==> src/hw/rtl/paq_pkg.sv <==
// ----------------------------------------------------------------------------
// paq_pkg
// Shared types and codes for the pending alarm queue: entry layout, request
// function codes and the per-cycle command that steers the cell chain.
// ----------------------------------------------------------------------------
package paq_pkg;

  localparam int unsigned SeqW   = 16;
  localparam int unsigned KindW  = 8;
  localparam int unsigned CallW  = 8;
  localparam int unsigned FuncW  = 3;
  localparam int unsigned CountW = 5;

  // Request function codes
  localparam logic [FuncW-1:0] FUNC_PUSH     = 3'd0;
  localparam logic [FuncW-1:0] FUNC_REM_SEQ  = 3'd1;
  localparam logic [FuncW-1:0] FUNC_REM_KIND = 3'd2;
  localparam logic [FuncW-1:0] FUNC_POP      = 3'd3;
  localparam logic [FuncW-1:0] FUNC_COUNT    = 3'd4;

  typedef struct packed {
    logic [CallW-1:0] call;
    logic [KindW-1:0] kind;
    logic [SeqW-1:0]  seq;
  } entry_t;

  // What every cell does this cycle
  typedef enum logic [1:0] {
    CELL_HOLD,    // keep contents
    CELL_SHIFT,   // take the upper neighbor (chain moves toward the head)
    CELL_APPEND,  // first free cell takes the pushed entry
    CELL_SORT     // odd-even exchange step that squeezes out holes
  } cell_mode_e;

  typedef struct packed {
    cell_mode_e mode;
    logic       parity;  // which pairs exchange in a sort step
  } cell_ctl_t;

endpackage

==> src/hw/rtl/paq_cell.sv <==
// ----------------------------------------------------------------------------
// paq_cell
// One slot of the alarm queue chain: an entry plus a live flag, moved or
// exchanged with its neighbors as the controller commands.
// ----------------------------------------------------------------------------
module paq_cell (
  input  logic               clk_i,
  input  logic               rst_ni,
  input  paq_pkg::cell_ctl_t ctl_i,
  input  logic               is_odd_i,
  input  paq_pkg::entry_t    app_entry_i,
  input  paq_pkg::entry_t    up_entry_i,
  input  logic               up_live_i,
  input  logic               low_live_i,
  output paq_pkg::entry_t    entry_o,
  output logic               live_o
);

  paq_pkg::entry_t entry_q, entry_d;
  logic            live_q, live_d;
  logic            pair_up;

  // Lower member of the pair (me, up) when my index parity matches.
  assign pair_up = (is_odd_i == ctl_i.parity);

  always_comb begin
    entry_d = entry_q;
    live_d  = live_q;
    case (ctl_i.mode)
      paq_pkg::CELL_HOLD: begin
      end
      paq_pkg::CELL_SHIFT: begin
        entry_d = up_entry_i;
        live_d  = up_live_i;
      end
      paq_pkg::CELL_APPEND: begin
        if (!live_q && low_live_i) begin
          entry_d = app_entry_i;
          live_d  = 1'b1;
        end
      end
      paq_pkg::CELL_SORT: begin
        if (pair_up) begin
          if (!live_q && up_live_i) begin
            entry_d = up_entry_i;
            live_d  = 1'b1;
          end
        end else if (!low_live_i && live_q) begin
          live_d = 1'b0;
        end
      end
      default: begin
      end
    endcase
  end

  always_ff @(posedge clk_i or negedge rst_ni) begin
    if (!rst_ni) begin
      live_q <= 1'b0;
    end else begin
      live_q <= live_d;
    end
  end

  always_ff @(posedge clk_i) begin
    entry_q <= entry_d;
  end

  assign entry_o = entry_q;
  assign live_o  = live_q;

endmodule

==> src/hw/rtl/paq_ctrl.sv <==
// ----------------------------------------------------------------------------
// paq_ctrl
// Request sequencer and head processor: steers the cell chain, inspects the
// entry at the head during a rotation pass, and holds the result register.
// ----------------------------------------------------------------------------
module paq_ctrl #(
  parameter int unsigned MaxEntries = 21
) (
  input  logic                         clk_i,
  input  logic                         rst_ni,
  input  logic                         in_valid_i,
  output logic                         in_stall_o,
  input  logic [paq_pkg::FuncW-1:0]    func_i,
  input  logic [paq_pkg::SeqW-1:0]     seq_number_i,
  input  logic [paq_pkg::KindW-1:0]    alarm_kind_i,
  input  logic [paq_pkg::CallW-1:0]    call_flags_i,
  output logic                         out_valid_o,
  input  logic                         out_stall_i,
  output logic                         found_o,
  output paq_pkg::entry_t              entry_o,
  output logic [paq_pkg::CountW-1:0]   match_count_o,
  input  paq_pkg::entry_t              head_entry_i,
  input  logic                         head_live_i,
  input  logic                         full_i,
  output paq_pkg::cell_ctl_t           cell_ctl_o,
  output paq_pkg::entry_t              tail_entry_o,
  output logic                         tail_live_o,
  output paq_pkg::entry_t              app_entry_o,
  output logic                         idle_o
);

  localparam int unsigned CntW = $clog2(MaxEntries);

  typedef enum logic [1:0] {ST_IDLE, ST_SCAN, ST_SORT, ST_DONE} state_e;

  state_e                        state_q;
  logic [CntW-1:0]               cnt_q;
  logic [paq_pkg::FuncW-1:0]     func_q;
  logic [paq_pkg::SeqW-1:0]      seq_q;
  logic [paq_pkg::KindW-1:0]     kind_q;
  logic                          found_q;
  paq_pkg::entry_t               ret_q;
  logic [paq_pkg::CountW-1:0]    count_q;
  logic                          out_valid_q;
  logic                          out_found_q;
  paq_pkg::entry_t               out_entry_q;
  logic [paq_pkg::CountW-1:0]    out_count_q;

  logic            accept;
  logic            last;
  logic            seq_hit;
  logic            kind_hit;
  logic            drop;
  logic            pop_hit;
  paq_pkg::entry_t new_entry;

  assign accept     = in_valid_i && (state_q == ST_IDLE);
  assign in_stall_o = (state_q != ST_IDLE);
  assign idle_o     = (state_q == ST_IDLE);
  assign last       = (cnt_q == CntW'(MaxEntries - 1));
  assign pop_hit    = (func_i == paq_pkg::FUNC_POP) && head_live_i;

  assign new_entry   = '{call: call_flags_i, kind: alarm_kind_i, seq: seq_number_i};
  assign app_entry_o = new_entry;

  assign seq_hit  = head_live_i && (head_entry_i.seq == seq_q);
  assign kind_hit = head_live_i && (head_entry_i.kind == kind_q);

  // Only the oldest sequence match goes; every kind match goes.
  assign drop = (state_q == ST_SCAN) &&
                (((func_q == paq_pkg::FUNC_REM_SEQ) && seq_hit && !found_q) ||
                 ((func_q == paq_pkg::FUNC_REM_KIND) && kind_hit));

  // Tail feed: pushed entry on a full-table push, else the processed head.
  always_comb begin
    tail_entry_o = head_entry_i;
    tail_live_o  = 1'b0;
    if (accept) begin
      tail_entry_o = new_entry;
      tail_live_o  = (func_i == paq_pkg::FUNC_PUSH);
    end else if (state_q == ST_SCAN) begin
      tail_live_o = head_live_i && !drop;
    end
  end

  always_comb begin
    cell_ctl_o.mode   = paq_pkg::CELL_HOLD;
    cell_ctl_o.parity = cnt_q[0];
    if (accept) begin
      if (func_i == paq_pkg::FUNC_PUSH) begin
        cell_ctl_o.mode = full_i ? paq_pkg::CELL_SHIFT : paq_pkg::CELL_APPEND;
      end else if (func_i == paq_pkg::FUNC_POP) begin
        cell_ctl_o.mode = paq_pkg::CELL_SHIFT;
      end
    end else if (state_q == ST_SCAN) begin
      cell_ctl_o.mode = paq_pkg::CELL_SHIFT;
    end else if (state_q == ST_SORT) begin
      cell_ctl_o.mode = paq_pkg::CELL_SORT;
    end
  end

  always_ff @(posedge clk_i or negedge rst_ni) begin
    if (!rst_ni) begin
      state_q     <= ST_IDLE;
      cnt_q       <= '0;
      found_q     <= 1'b0;
      count_q     <= '0;
      out_valid_q <= 1'b0;
    end else begin
      // Result leaves; in ST_DONE a new one may land in the same cycle.
      if (out_valid_q && !out_stall_i && (state_q != ST_DONE)) begin
        out_valid_q <= 1'b0;
      end
      case (state_q)
        ST_IDLE: begin
          if (accept) begin
            func_q  <= func_i;
            seq_q   <= seq_number_i;
            kind_q  <= alarm_kind_i;
            cnt_q   <= '0;
            count_q <= '0;
            if ((func_i == paq_pkg::FUNC_REM_SEQ) || (func_i == paq_pkg::FUNC_REM_KIND) ||
                (func_i == paq_pkg::FUNC_COUNT)) begin
              found_q <= 1'b0;
              ret_q   <= '0;
              state_q <= ST_SCAN;
            end else begin
              found_q <= pop_hit;
              ret_q   <= pop_hit ? head_entry_i : '0;
              state_q <= ST_DONE;
            end
          end
        end
        ST_SCAN: begin
          if (drop && (func_q == paq_pkg::FUNC_REM_SEQ)) begin
            found_q <= 1'b1;
            ret_q   <= head_entry_i;
          end
          if (kind_hit && ((func_q == paq_pkg::FUNC_REM_KIND) ||
                           (func_q == paq_pkg::FUNC_COUNT))) begin
            count_q <= count_q + 1'b1;
          end
          if (last) begin
            cnt_q   <= '0;
            state_q <= (func_q == paq_pkg::FUNC_COUNT) ? ST_DONE : ST_SORT;
          end else begin
            cnt_q <= cnt_q + 1'b1;
          end
        end
        ST_SORT: begin
          if (last) begin
            cnt_q   <= '0;
            state_q <= ST_DONE;
          end else begin
            cnt_q <= cnt_q + 1'b1;
          end
        end
        ST_DONE: begin
          if (!out_valid_q || !out_stall_i) begin
            out_valid_q <= 1'b1;
            out_found_q <= found_q;
            out_entry_q <= ret_q;
            out_count_q <= count_q;
            state_q     <= ST_IDLE;
          end
        end
        default: begin
          state_q <= ST_IDLE;
        end
      endcase
    end
  end

  assign out_valid_o   = out_valid_q;
  assign found_o       = out_found_q;
  assign entry_o       = out_entry_q;
  assign match_count_o = out_count_q;

endmodule

==> src/hw/rtl/pending_alarm_queue.sv <==
// ----------------------------------------------------------------------------
// pending_alarm_queue
// Ordered table of outstanding alarm requests kept in a chain of cells,
// oldest entry at cell 0.
// ----------------------------------------------------------------------------
// Sequencing: push, remove-oldest and undefined codes go straight to the
//   result; count-by-kind makes one rotation pass first; remove-by-sequence
//   and remove-by-kind make two passes (one rotation pass, one compaction).
// Throughput: one request at a time, the next taken once the result is
//   registered (out_stall_i can hold it); passes move one cell per cycle.
// Reset: clears all live flags and the sequencer; entry data is not reset.
// ----------------------------------------------------------------------------
module pending_alarm_queue #(
  parameter int unsigned MaxEntries = 21
) (
  input  logic                       clk_i,
  input  logic                       rst_ni,
  input  logic                       in_valid_i,
  output logic                       in_stall_o,
  input  logic [paq_pkg::FuncW-1:0]  func_i,
  input  logic [paq_pkg::SeqW-1:0]   seq_number_i,
  input  logic [paq_pkg::KindW-1:0]  alarm_kind_i,
  input  logic [paq_pkg::CallW-1:0]  call_flags_i,
  output logic                       out_valid_o,
  input  logic                       out_stall_i,
  output logic                       found_o,
  output logic [paq_pkg::SeqW-1:0]   entry_seq_o,
  output logic [paq_pkg::KindW-1:0]  entry_kind_o,
  output logic [paq_pkg::CallW-1:0]  entry_call_o,
  output logic [paq_pkg::CountW-1:0] match_count_o
);

  // Chain wiring. Each cell sees its upper neighbor (toward the tail) for
  // shifting and its lower neighbor's live flag for append and sort.
  paq_pkg::entry_t    cell_entry [MaxEntries];
  logic [MaxEntries-1:0] cell_live;

  paq_pkg::cell_ctl_t cell_ctl;
  paq_pkg::entry_t    tail_entry;
  logic               tail_live;
  paq_pkg::entry_t    app_entry;
  paq_pkg::entry_t    out_entry;
  logic               idle;

  for (genvar i = 0; i < MaxEntries; i++) begin : g_cell
    paq_pkg::entry_t up_entry;
    logic            up_live;
    logic            low_live;

    if (i == MaxEntries - 1) begin : g_top
      // Last cell is fed by the head processor during a rotation.
      assign up_entry = tail_entry;
      assign up_live  = tail_live;
    end else begin : g_mid
      assign up_entry = cell_entry[i+1];
      assign up_live  = cell_live[i+1];
    end

    if (i == 0) begin : g_head
      // Nothing below the head: behaves as an occupied neighbor.
      assign low_live = 1'b1;
    end else begin : g_low
      assign low_live = cell_live[i-1];
    end

    paq_cell u_cell (
      .clk_i       (clk_i),
      .rst_ni      (rst_ni),
      .ctl_i       (cell_ctl),
      .is_odd_i    ((i % 2) == 1),
      .app_entry_i (app_entry),
      .up_entry_i  (up_entry),
      .up_live_i   (up_live),
      .low_live_i  (low_live),
      .entry_o     (cell_entry[i]),
      .live_o      (cell_live[i])
    );
  end

  // Sequencer and head processor. The head entry is inspected once per
  // rotation step, so a full pass visits every entry in queue order.
  paq_ctrl #(
    .MaxEntries (MaxEntries)
  ) u_ctrl (
    .clk_i         (clk_i),
    .rst_ni        (rst_ni),
    .in_valid_i    (in_valid_i),
    .in_stall_o    (in_stall_o),
    .func_i        (func_i),
    .seq_number_i  (seq_number_i),
    .alarm_kind_i  (alarm_kind_i),
    .call_flags_i  (call_flags_i),
    .out_valid_o   (out_valid_o),
    .out_stall_i   (out_stall_i),
    .found_o       (found_o),
    .entry_o       (out_entry),
    .match_count_o (match_count_o),
    .head_entry_i  (cell_entry[0]),
    .head_live_i   (cell_live[0]),
    .full_i        (cell_live[MaxEntries-1]),
    .cell_ctl_o    (cell_ctl),
    .tail_entry_o  (tail_entry),
    .tail_live_o   (tail_live),
    .app_entry_o   (app_entry),
    .idle_o        (idle)
  );

  assign entry_seq_o  = out_entry.seq;
  assign entry_kind_o = out_entry.kind;
  assign entry_call_o = out_entry.call;

  // Live flags form a solid run from the head whenever no request is active.
  logic live_packed;
  always_comb begin
    live_packed = 1'b1;
    for (int unsigned k = 0; k + 1 < MaxEntries; k++) begin
      if (cell_live[k+1] && !cell_live[k]) begin
        live_packed = 1'b0;
      end
    end
  end

`ifndef NO_ASSERTIONS
  a_packed_when_idle: assert property (@(posedge clk_i) disable iff (!rst_ni)
    idle |-> live_packed)
    else $error("queue has a hole while idle");

  a_busy_after_accept: assert property (@(posedge clk_i) disable iff (!rst_ni)
    (in_valid_i && !in_stall_o) |=> in_stall_o)
    else $error("second request taken while one is active");

  a_found_no_count: assert property (@(posedge clk_i) disable iff (!rst_ni)
    (out_valid_o && found_o) |-> (match_count_o == '0))
    else $error("entry returned together with a nonzero count");

  a_zero_entry: assert property (@(posedge clk_i) disable iff (!rst_ni)
    (out_valid_o && !found_o) |-> (out_entry == '0))
    else $error("entry fields nonzero without a returned entry");
`endif

endmodule

==> config.mk <==
export PLATFORM = sky130hd
export DESIGN_NAME = pending_alarm_queue
export DESIGN_NICKNAME = d
export VERILOG_FILES = /design/src/hw/rtl/paq_pkg.sv /design/src/hw/rtl/paq_cell.sv /design/src/hw/rtl/paq_ctrl.sv /design/src/hw/rtl/pending_alarm_queue.sv
export SDC_FILE = /design/constraint.sdc
export NUM_CORES = 1
export LEC_CHECK = 0
export ABC_AREA = 1
export BUFFER_PORTS_ARGS = -buffer_cell sky130_fd_sc_hd__buf_2
export CAP_MARGIN = 30
export CORE_MARGIN = 2
export CORE_UTILIZATION = 35
export CTS_CLUSTER_SIZE = 12
export DETAILED_ROUTE_END_ITERATION = 7
export PLACE_DENSITY_LB_ADDON = 0.25
export SLEW_MARGIN = 30
export SYNTH_ARGS = -nofsm -noshare
export SYNTH_HDL_FRONTEND = slang
export SYNTH_HIERARCHICAL = 1
export SYNTH_SLANG_ARGS = --single-unit
==> constraint.sdc <==
create_clock -name clk_i -period 8.31 [get_ports clk_i]
set_input_delay 0.4155 -clock clk_i [delete_from_list [all_inputs] [get_ports clk_i]]
set_output_delay 0.4155 -clock clk_i [all_outputs]
set_load 0.01 [all_outputs]
==> flow_summary_export.csv, run 1 <==
group,metric,value,unit
outcome,outcome,"finished, final reports clean",
clock_tree,cts_hold_buf,4,
global_routing,antenna_found_initial,2,
setup_path,cp-end-kind,"register",
placed_design,dpl_worst_slack,4.137,ns
synthesis,synth_xor_xnor_area_share,0.001977,
global_routing,grt_pass1_wl,121900,um
final_layout,drive_above_1_share,0.3572,
die,core-area,0.1128,mm^2
setup_path,arrival,4.47,ns
routing,viasPerCell,4.624,
setup_path,crit_family,"simple AND/OR/NAND/NOR gates",
die,chipWidth,341.6,um
pwr,ir_drop,0.2759,mV
placed_design,dpl.hpwl,49860,um
synthesis,synth_fa_ha_area_frac,0.002510,
setup_path,worstSetupPathType,"register to register",
synthesis,syn_area,0.03988,mm^2
timing,worst_pin_slew,0.7876,ns
synthesis,syn_inst,2521,
pwr,powerDensity,478.1,mW/mm^2
clock_tree,cts_tree,"yes",
synthesis,yosys_warnings,6,
synthesis,async_reset_ff_frac,0.04353,
global_routing,grt-ovfl-total,0,
routing,routedWlPerCell,18.47,um
die,rows,123,
synthesis,synth_ff_type,"edfxtp_1",
clock_tree,clockBufferDepth,3,
setup_path,worstPathCellList,"inv_1 -> ha_1 -> nand2_4 -> or2_1 -> o21ai_4 -> buf_4 -> buf_4 -> nand3_1 -> nand2_1 -> and3_2",
final_layout,final_cell_mix,"edfxtp_1, mux2_4, nand2_1",
routing,num_vias,19631,
timing,holdWs,0.06064,ns
timing,rsz0062_at_grt,"false",
synthesis,synth-simple-area-share,0.07144,
synthesis,synth_top_area_frac,0.5790,
clock_tree,clock-sinks,804,
setup_path,path_buf_inv,3,
clock_tree,numCtsBuffers,87,
die,initial_core_util,0.3535,
global_routing,grt_pass1_vias,20107,
flow_run,maxCapViolations,0,
synthesis,synth_top_family_by_area,"multiplexers",
timing,period_minus_slack,4.212,ns
routing,remaining_drc_errors,0,
synthesis,ys_seq_area_frac,0.6010,
timing,fmax,0.2374,GHz
routing,wl_met3,3379,um
pwr,p_leak,18.67,nW
routing,dr_wl_met2,35800,um
pwr,power.total,20.89,mW
final_layout,final_common_cell,"edfxtp_1",
final_layout,syn_to_final_growth,9.597,%
worst_hold_path,hold_path.class,"primary input to register",
die,die_area,0.1167,mm^2
timing,hold_viol,0,
routing,antenna_left,0,
clock_tree,post-cts-setup-buffer-count,0,
die,io_pins,79,
synthesis,synth_top_area_cell,"edfxtp_1",
synthesis,synth_seq_cells,804,
routing,first_pass_iters,5,
synthesis,synthMuxAreaShare,0.2491,
timing,slew_headroom,0.4749,
timing,finalMaxSlewViolations,0,
synthesis,synth-edff-count,769,
final_layout,fin_nets,2722,
synthesis,ys_types,39,
final_layout,post-route-util,0.3874,
clock_tree,post_cts_resized,0,
timing,period_share,0.5069,
placed_design,gp_congestion,0.7752,
routing,top_layer_used,"met5",
synthesis,synth-compound-area-share,0.01217,
clock_tree,cts.clk_slew.worst_paths,0.06,ns
setup_path,crit_top_cell,"buf_4",
clock_tree,clockRootBuffer,"clkbuf_16",
setup_path,crit_path_start_kind,"register",
setup_path,critPathMaxFanout,55,
synthesis,syn_area_per_cell,15.82,um^2
clock_tree,clk_latency,0.64,ns
timing,finalClockSkew,0.03384,ns
routing,wl,78410,um
global_routing,grt_max_degree,69,
routing,drt_iter0_drc,1425,
global_routing,track_usage,0.1333,
timing,tns,0,ns
setup_path,cp_slowest_stage_delay,0.70,ns
timing,fin_ws,4.098,ns
setup_path,worstPathRequired,8.57,ns
placed_design,io_buffers,78,
clock_tree,htree_levels,3,
routing,wl_met1,37890,um
die,die_h,341.6,um
timing,setup_violations,0,
synthesis,synth_top_cells_by_area,"edfxtp_1, mux2_4, nand2_1",
setup_path,cp_slowest_cell,"and3_2",
==> worst min-delay path: stages <==
cell and delay [ns]:
buf_2 0.08, nand2_1 0.09, nand2_1 0.07
==> report_power, final <==
part | internal (mW) | switching [mW]
logic | 4.13 | 4.23
clock network | 2.07 | 1.58
registers | 8.06 | 0.819
total | 14.3 | 6.63
==> per-layer routing <==
layer / up-vias / global-route usage
met4: 2 / 0.03533
met5: - / 0
met3: 107 / 0.01933
li1: 9278 / -
met1: 9840 / 0.1904
met2: 404 / 0.2120
==> state kept, by name, indices dropped and copies added, names as in the netlist <==
register and flops:
u_ctrl/match_count_o 5, u_ctrl/seq_q 16, u_ctrl/ret_q 32, u_ctrl/out_valid_o 1
u_ctrl/count_q 5, g_cell.u_cell/live_o 21, u_ctrl/found_o 1, u_ctrl/entry_o 32
u_ctrl/state_q 2, u_ctrl/found_q 1, u_ctrl/kind_q 8, u_ctrl/func_q 3
u_ctrl/cnt_q 5, g_cell.u_cell/entry_o 672
==> synth_stat cells (5+ instances only) <==
| cell | number |
|---|---|
| nand2_1 | 389 |
| a21oi_1 | 27 |
| o21ai_2 | 28 |
| nor2_1 | 61 |
| xor2_1 | 5 |
| dfrtp_1 | 35 |
| buf_4 | 33 |
| mux2_4 | 630 |
| or2_2 | 23 |
| nand3_1 | 80 |
| inv_1 | 216 |
| ha_1 | 8 |
| and3_1 | 22 |
| mux2_2 | 42 |
| buf_12 | 67 |
| edfxtp_1 | 769 |
| nand2_4 | 23 |
| nand4_1 | 24 |
| o21ai_0 | 9 |
==> per-stage QoR <==
step	cell area, um^2	instances
finish	43710	4245
detailed placement	40990	4081
global route	43700	4242
global placement	40990	4081
CTS	43670	4240
floorplan	40120	2584
==> kinds of logic (layout without fill, tap and decap cells) <==
kind of cell	Yosys count	after routing
other cells	2	69
buf+inv	325	482
xor+xnor	9	9
mux	672	672
compound gates	70	70
simple gates	631	631
fa+ha+maj	8	8
flops	804	804
==> final cells by class <==
type                    count  area, um^2
well taps                1500        1877
diodes                      4       10.01
inverters                 219       832.0
fillers                 10300       69100
repair buffers            108       645.6
multi-input cells        1455       13730
clock inverters            43       350.3
flip-flops and latches    804       23970
clock buffers             112        2292
==> path summary, 6_finish.rpt <==
check	startpoint	end	depth (start not counted)	slack, ns
setup / recovery	u_ctrl/state_q[0]	g_cell[12].u_cell/entry_o[19]	10	4.10
hold / removal	out_stall_i	u_ctrl/out_valid_o	3	0.06
setup reg to reg	u_ctrl/state_q[0]	g_cell[12].u_cell/entry_o[19]	10	4.10
hold reg to reg	u_ctrl/ret_q[12]	u_ctrl/entry_o[12]	0	0.42
max in group asynchronous	rst_ni	u_ctrl/cnt_q[0]	3	7.39
min in group asynchronous	rst_ni	g_cell[2].u_cell/live_o	3	0.50
Power figures use the tool's default switching activity.
==> inputs of run 2 (changes only) <==
--- a/config.mk
+++ b/config.mk
@@ -5,7 +5,7 @@
 export SDC_FILE = /design/constraint.sdc
 export NUM_CORES = 1
 export LEC_CHECK = 0
-export ABC_AREA = 1
+export ABC_AREA = 0
 export BUFFER_PORTS_ARGS = -buffer_cell sky130_fd_sc_hd__buf_2
 export CAP_MARGIN = 30
 export CORE_MARGIN = 2
==> constraint.sdc (replaced) <==
create_clock -name clk_i -period 3.7 [get_ports clk_i]
set_input_delay 0.185 -clock clk_i [delete_from_list [all_inputs] [get_ports clk_i]]
set_output_delay 0.185 -clock clk_i [all_outputs]
set_load 0.01 [all_outputs]
==> run 2 against run 1 <==
Effect of this change: via count down 9.9%; sequential share of layout area rose by 1.0 points; final area shrank 1.9%; worst setup slack lost 3.8 ns; utilization up 0.12 points; highest routed layer is now met4; die area down 2.6%; critical path type unchanged; sequential power up 130%.
==> flow_summary_export.csv, run 2 <==
group,metric,value,unit
routing,antenna_left,0,
setup_path,rrSetupSlack,0.25,ns
worst_hold_path,hold_path.class,"primary input to register",
final_layout,largest_reg_flops,672,
outcome,outcome,"finished, final reports clean",
synthesis,ys_seq_area_frac,0.6172,
final_layout,fin_nets,2237,
timing,period_share,0.9325,
timing,fmax,0.2898,GHz
clock_tree,clockBufferDepth,3,
routing,viasPerCell,4.724,
final_layout,final_cell_mix,"edfxtp_1, mux2_4, mux2_2",
routing,num_vias,17683,
timing,hold_viol,0,
die,rows,122,
timing,holdWs,0.05414,ns
timing,worst_pin_slew,0.9368,ns
global_routing,grt_pass1_vias,17713,
final_layout,post-route-util,0.3886,
global_routing,grt_pass1_wl,115100,um
synthesis,synth_seq_cells,804,
placed_design,placed_area,0.04004,mm^2
global_routing,antenna_found_initial,1,
final_layout,syn_to_final_growth,10.45,%
clock_tree,cts_tree,"yes",
synthesis,synth_top_cells_by_area,"edfxtp_1, mux2_4, buf_12",
routing,remaining_drc_errors,0,
routing,routedWlPerCell,20.47,um
setup_path,cp_slowest_cell,"buf_4",
clock_tree,cts.clk_slew.worst_paths,0.06,ns
setup_path,reg2regPathDepth,11,
global_routing,grt_max_degree,40,
die,core-area,0.1104,mm^2
timing,slew_headroom,0.3755,
setup_path,rr_endpoint,"g_cell[12].u_cell/entry_o[29]",
placed_design,placed_cells,3580,
routing,drt_iter0_drc,1325,
flow_run,maxCapViolations,0,
synthesis,synthTopCellsByCount,"edfxtp_1, mux2_4, mux2_2",
timing,period_minus_slack,3.450,ns
setup_path,worstPathRequired,3.97,ns
clock_tree,post_cts_resized,0,
die,initial_core_util,0.3518,
final_layout,n_fill_cell,10001,
final_layout,finish.instance_area,0.04289,mm^2
timing,setup_violations,0,
placed_design,dpl_worst_slack,0.06827,ns
global_routing,grt-ovfl-total,0,
setup_path,crit_top_cell,"buf_4",
timing,tns,0,ns
worst_hold_path,hold_path.startpoint,"alarm_kind_i[1]",
pwr,ir_drop,0.7194,mV
synthesis,syn_inst,2063,
placed_design,io_buffers,78,
routing,first_pass_iters,5,
synthesis,synth_top_area_frac,0.5947,
synthesis,synth_ff_type,"edfxtp_1",
synthesis,synth-edff-count,769,
timing,finalMaxSlewViolations,0,
clock_tree,htree_levels,3,
pwr,p_leak,15.65,nW
synthesis,yosysMostFrequentCell,"edfxtp_1",
setup_path,arrival,3.72,ns
clock_tree,numCtsBuffers,88,
final_layout,stdcell_count,3743,
pwr,power.total,46.60,mW
worst_hold_path,holdPathStages,1,
die,io_pins,79,
synthesis,async_reset_ff_frac,0.04353,
placed_design,dpl.hpwl,46600,um
setup_path,worstSetupPathType,"register to register",
setup_path,critPathMaxFanout,39,
final_layout,num_antenna_cells,0,
setup_path,worstPathCellList,"inv_2 -> ha_4 -> nand2_2 -> buf_4 -> nand2_1 -> o21ai_4 -> buf_12 -> buf_4 -> nor2b_4 -> a32o_2 -> buf_4",
synthesis,yosys_warnings,6,
timing,fin_ws,0.2497,ns
final_layout,final_common_cell,"edfxtp_1",
die,die_area,0.1136,mm^2
synthesis,synth_top_area_cell,"edfxtp_1",
placed_design,gp_congestion,0.8109,
clock_tree,clock-sinks,804,
synthesis,syn_area_per_cell,18.82,um^2
setup_path,crit_path_start_kind,"register",
clock_tree,clk_latency,0.64,ns
global_routing,track_usage,0.1332,
setup_path,r2r-start,"u_ctrl/state_q[0]",
synthesis,ys_types,50,
worst_hold_path,min_to,"u_ctrl/kind_q[1]",
timing,finalClockSkew,0.02664,ns
pwr,powerDensity,1087,mW/mm^2
setup_path,cp_slowest_stage_delay,0.46,ns
die,die_h,337.1,um
setup_path,cp-end-kind,"register",
final_layout,drive_above_1_share,0.4488,
clock_tree,clockRootBuffer,"clkbuf_16",
timing,rsz0062_at_grt,"false",
synthesis,syn_area,0.03883,mm^2
die,chipWidth,337.1,um
routing,wl,76630,um
==> run 2: repair_timing <==
item,4_1_cts,5_1_grt
endpoints found under the setup margin,0,497
setup buffers,0,1
hold buffers,6,0
hold endpoints to repair,41,0
==> run 2: logic make-up after synthesis <==
group | Yosys count | share of synthesized area
flops | 804 | 0.6172
mux | 704 | 0.2630
simple gates | 196 | 0.03184
buf+inv | 156 | 0.04885
compound gates | 146 | 0.02568
xor+xnor | 47 | 0.01060
fa+ha+maj | 8 | 0.002578
other cells | 2 | 0.0001934
==> run 2: layout make-up <==
type | instances | area [um^2] | area share
Clock buffer | 116 | 2399 | 0.05593
Clock inverter | 39 | 326.6 | 0.007614
Inverter | 29 | 108.9 | 0.002538
Multi-Input combinational cell | 1126 | 13180 | 0.3074
Sequential cell | 804 | 23970 | 0.5588
Tap cell | 1488 | 1862 | 0.04341
Timing Repair Buffer | 141 | 1041 | 0.02427
==> run 2: metal layers <==
layer  vias up  global-route usage  wire length, um
li1       8160                   -                -
met1      8959              0.1997            38100
met2       469              0.1992            33440
met3        95             0.01996             3735
met4         0             0.03685             1350
met5         -                   0                0
==> run 2: worst max path at each step <==
stage,startpoint,end,slack [ns]
after global placement,u_ctrl/state_q[1],g_cell[14].u_cell/entry_o[15],0.17
after global routing,u_ctrl/state_q[1],g_cell[11].u_cell/entry_o[1],0.06
after CTS,u_ctrl/state_q[0],g_cell[15].u_cell/entry_o[17],0.05
after detailed placement,u_ctrl/state_q[1],g_cell[15].u_cell/entry_o[28],0.07
final,u_ctrl/state_q[0],g_cell[12].u_cell/entry_o[29],0.25
after floorplan,u_ctrl/state_q[1],g_cell[0].u_cell/entry_o[0],-0.94
==> run 2: worst max-delay path, delay by kind of cell (launching register included) <==
kind	cells	cell delay [ns]
and+or+nand+nor	3	0.66
adders and majority gates	1	0.21
DFF	1	0.45
buffers and inverters	5	1.36
AOI/OAI and AO/OA	2	0.35
==> run 2: report_power, final <==
part / total [mW] / internal (mW) / leakage [nW] / switching (mW)
Combinational: 18.2 / 9.56 / 6.54 / 8.61
Sequential: 20.1 / 18.1 / 7.77 / 1.98
Clock: 8.36 / 4.84 / 1.34 / 3.52
Total: 46.6 / 32.5 / 15.6 / 14.1
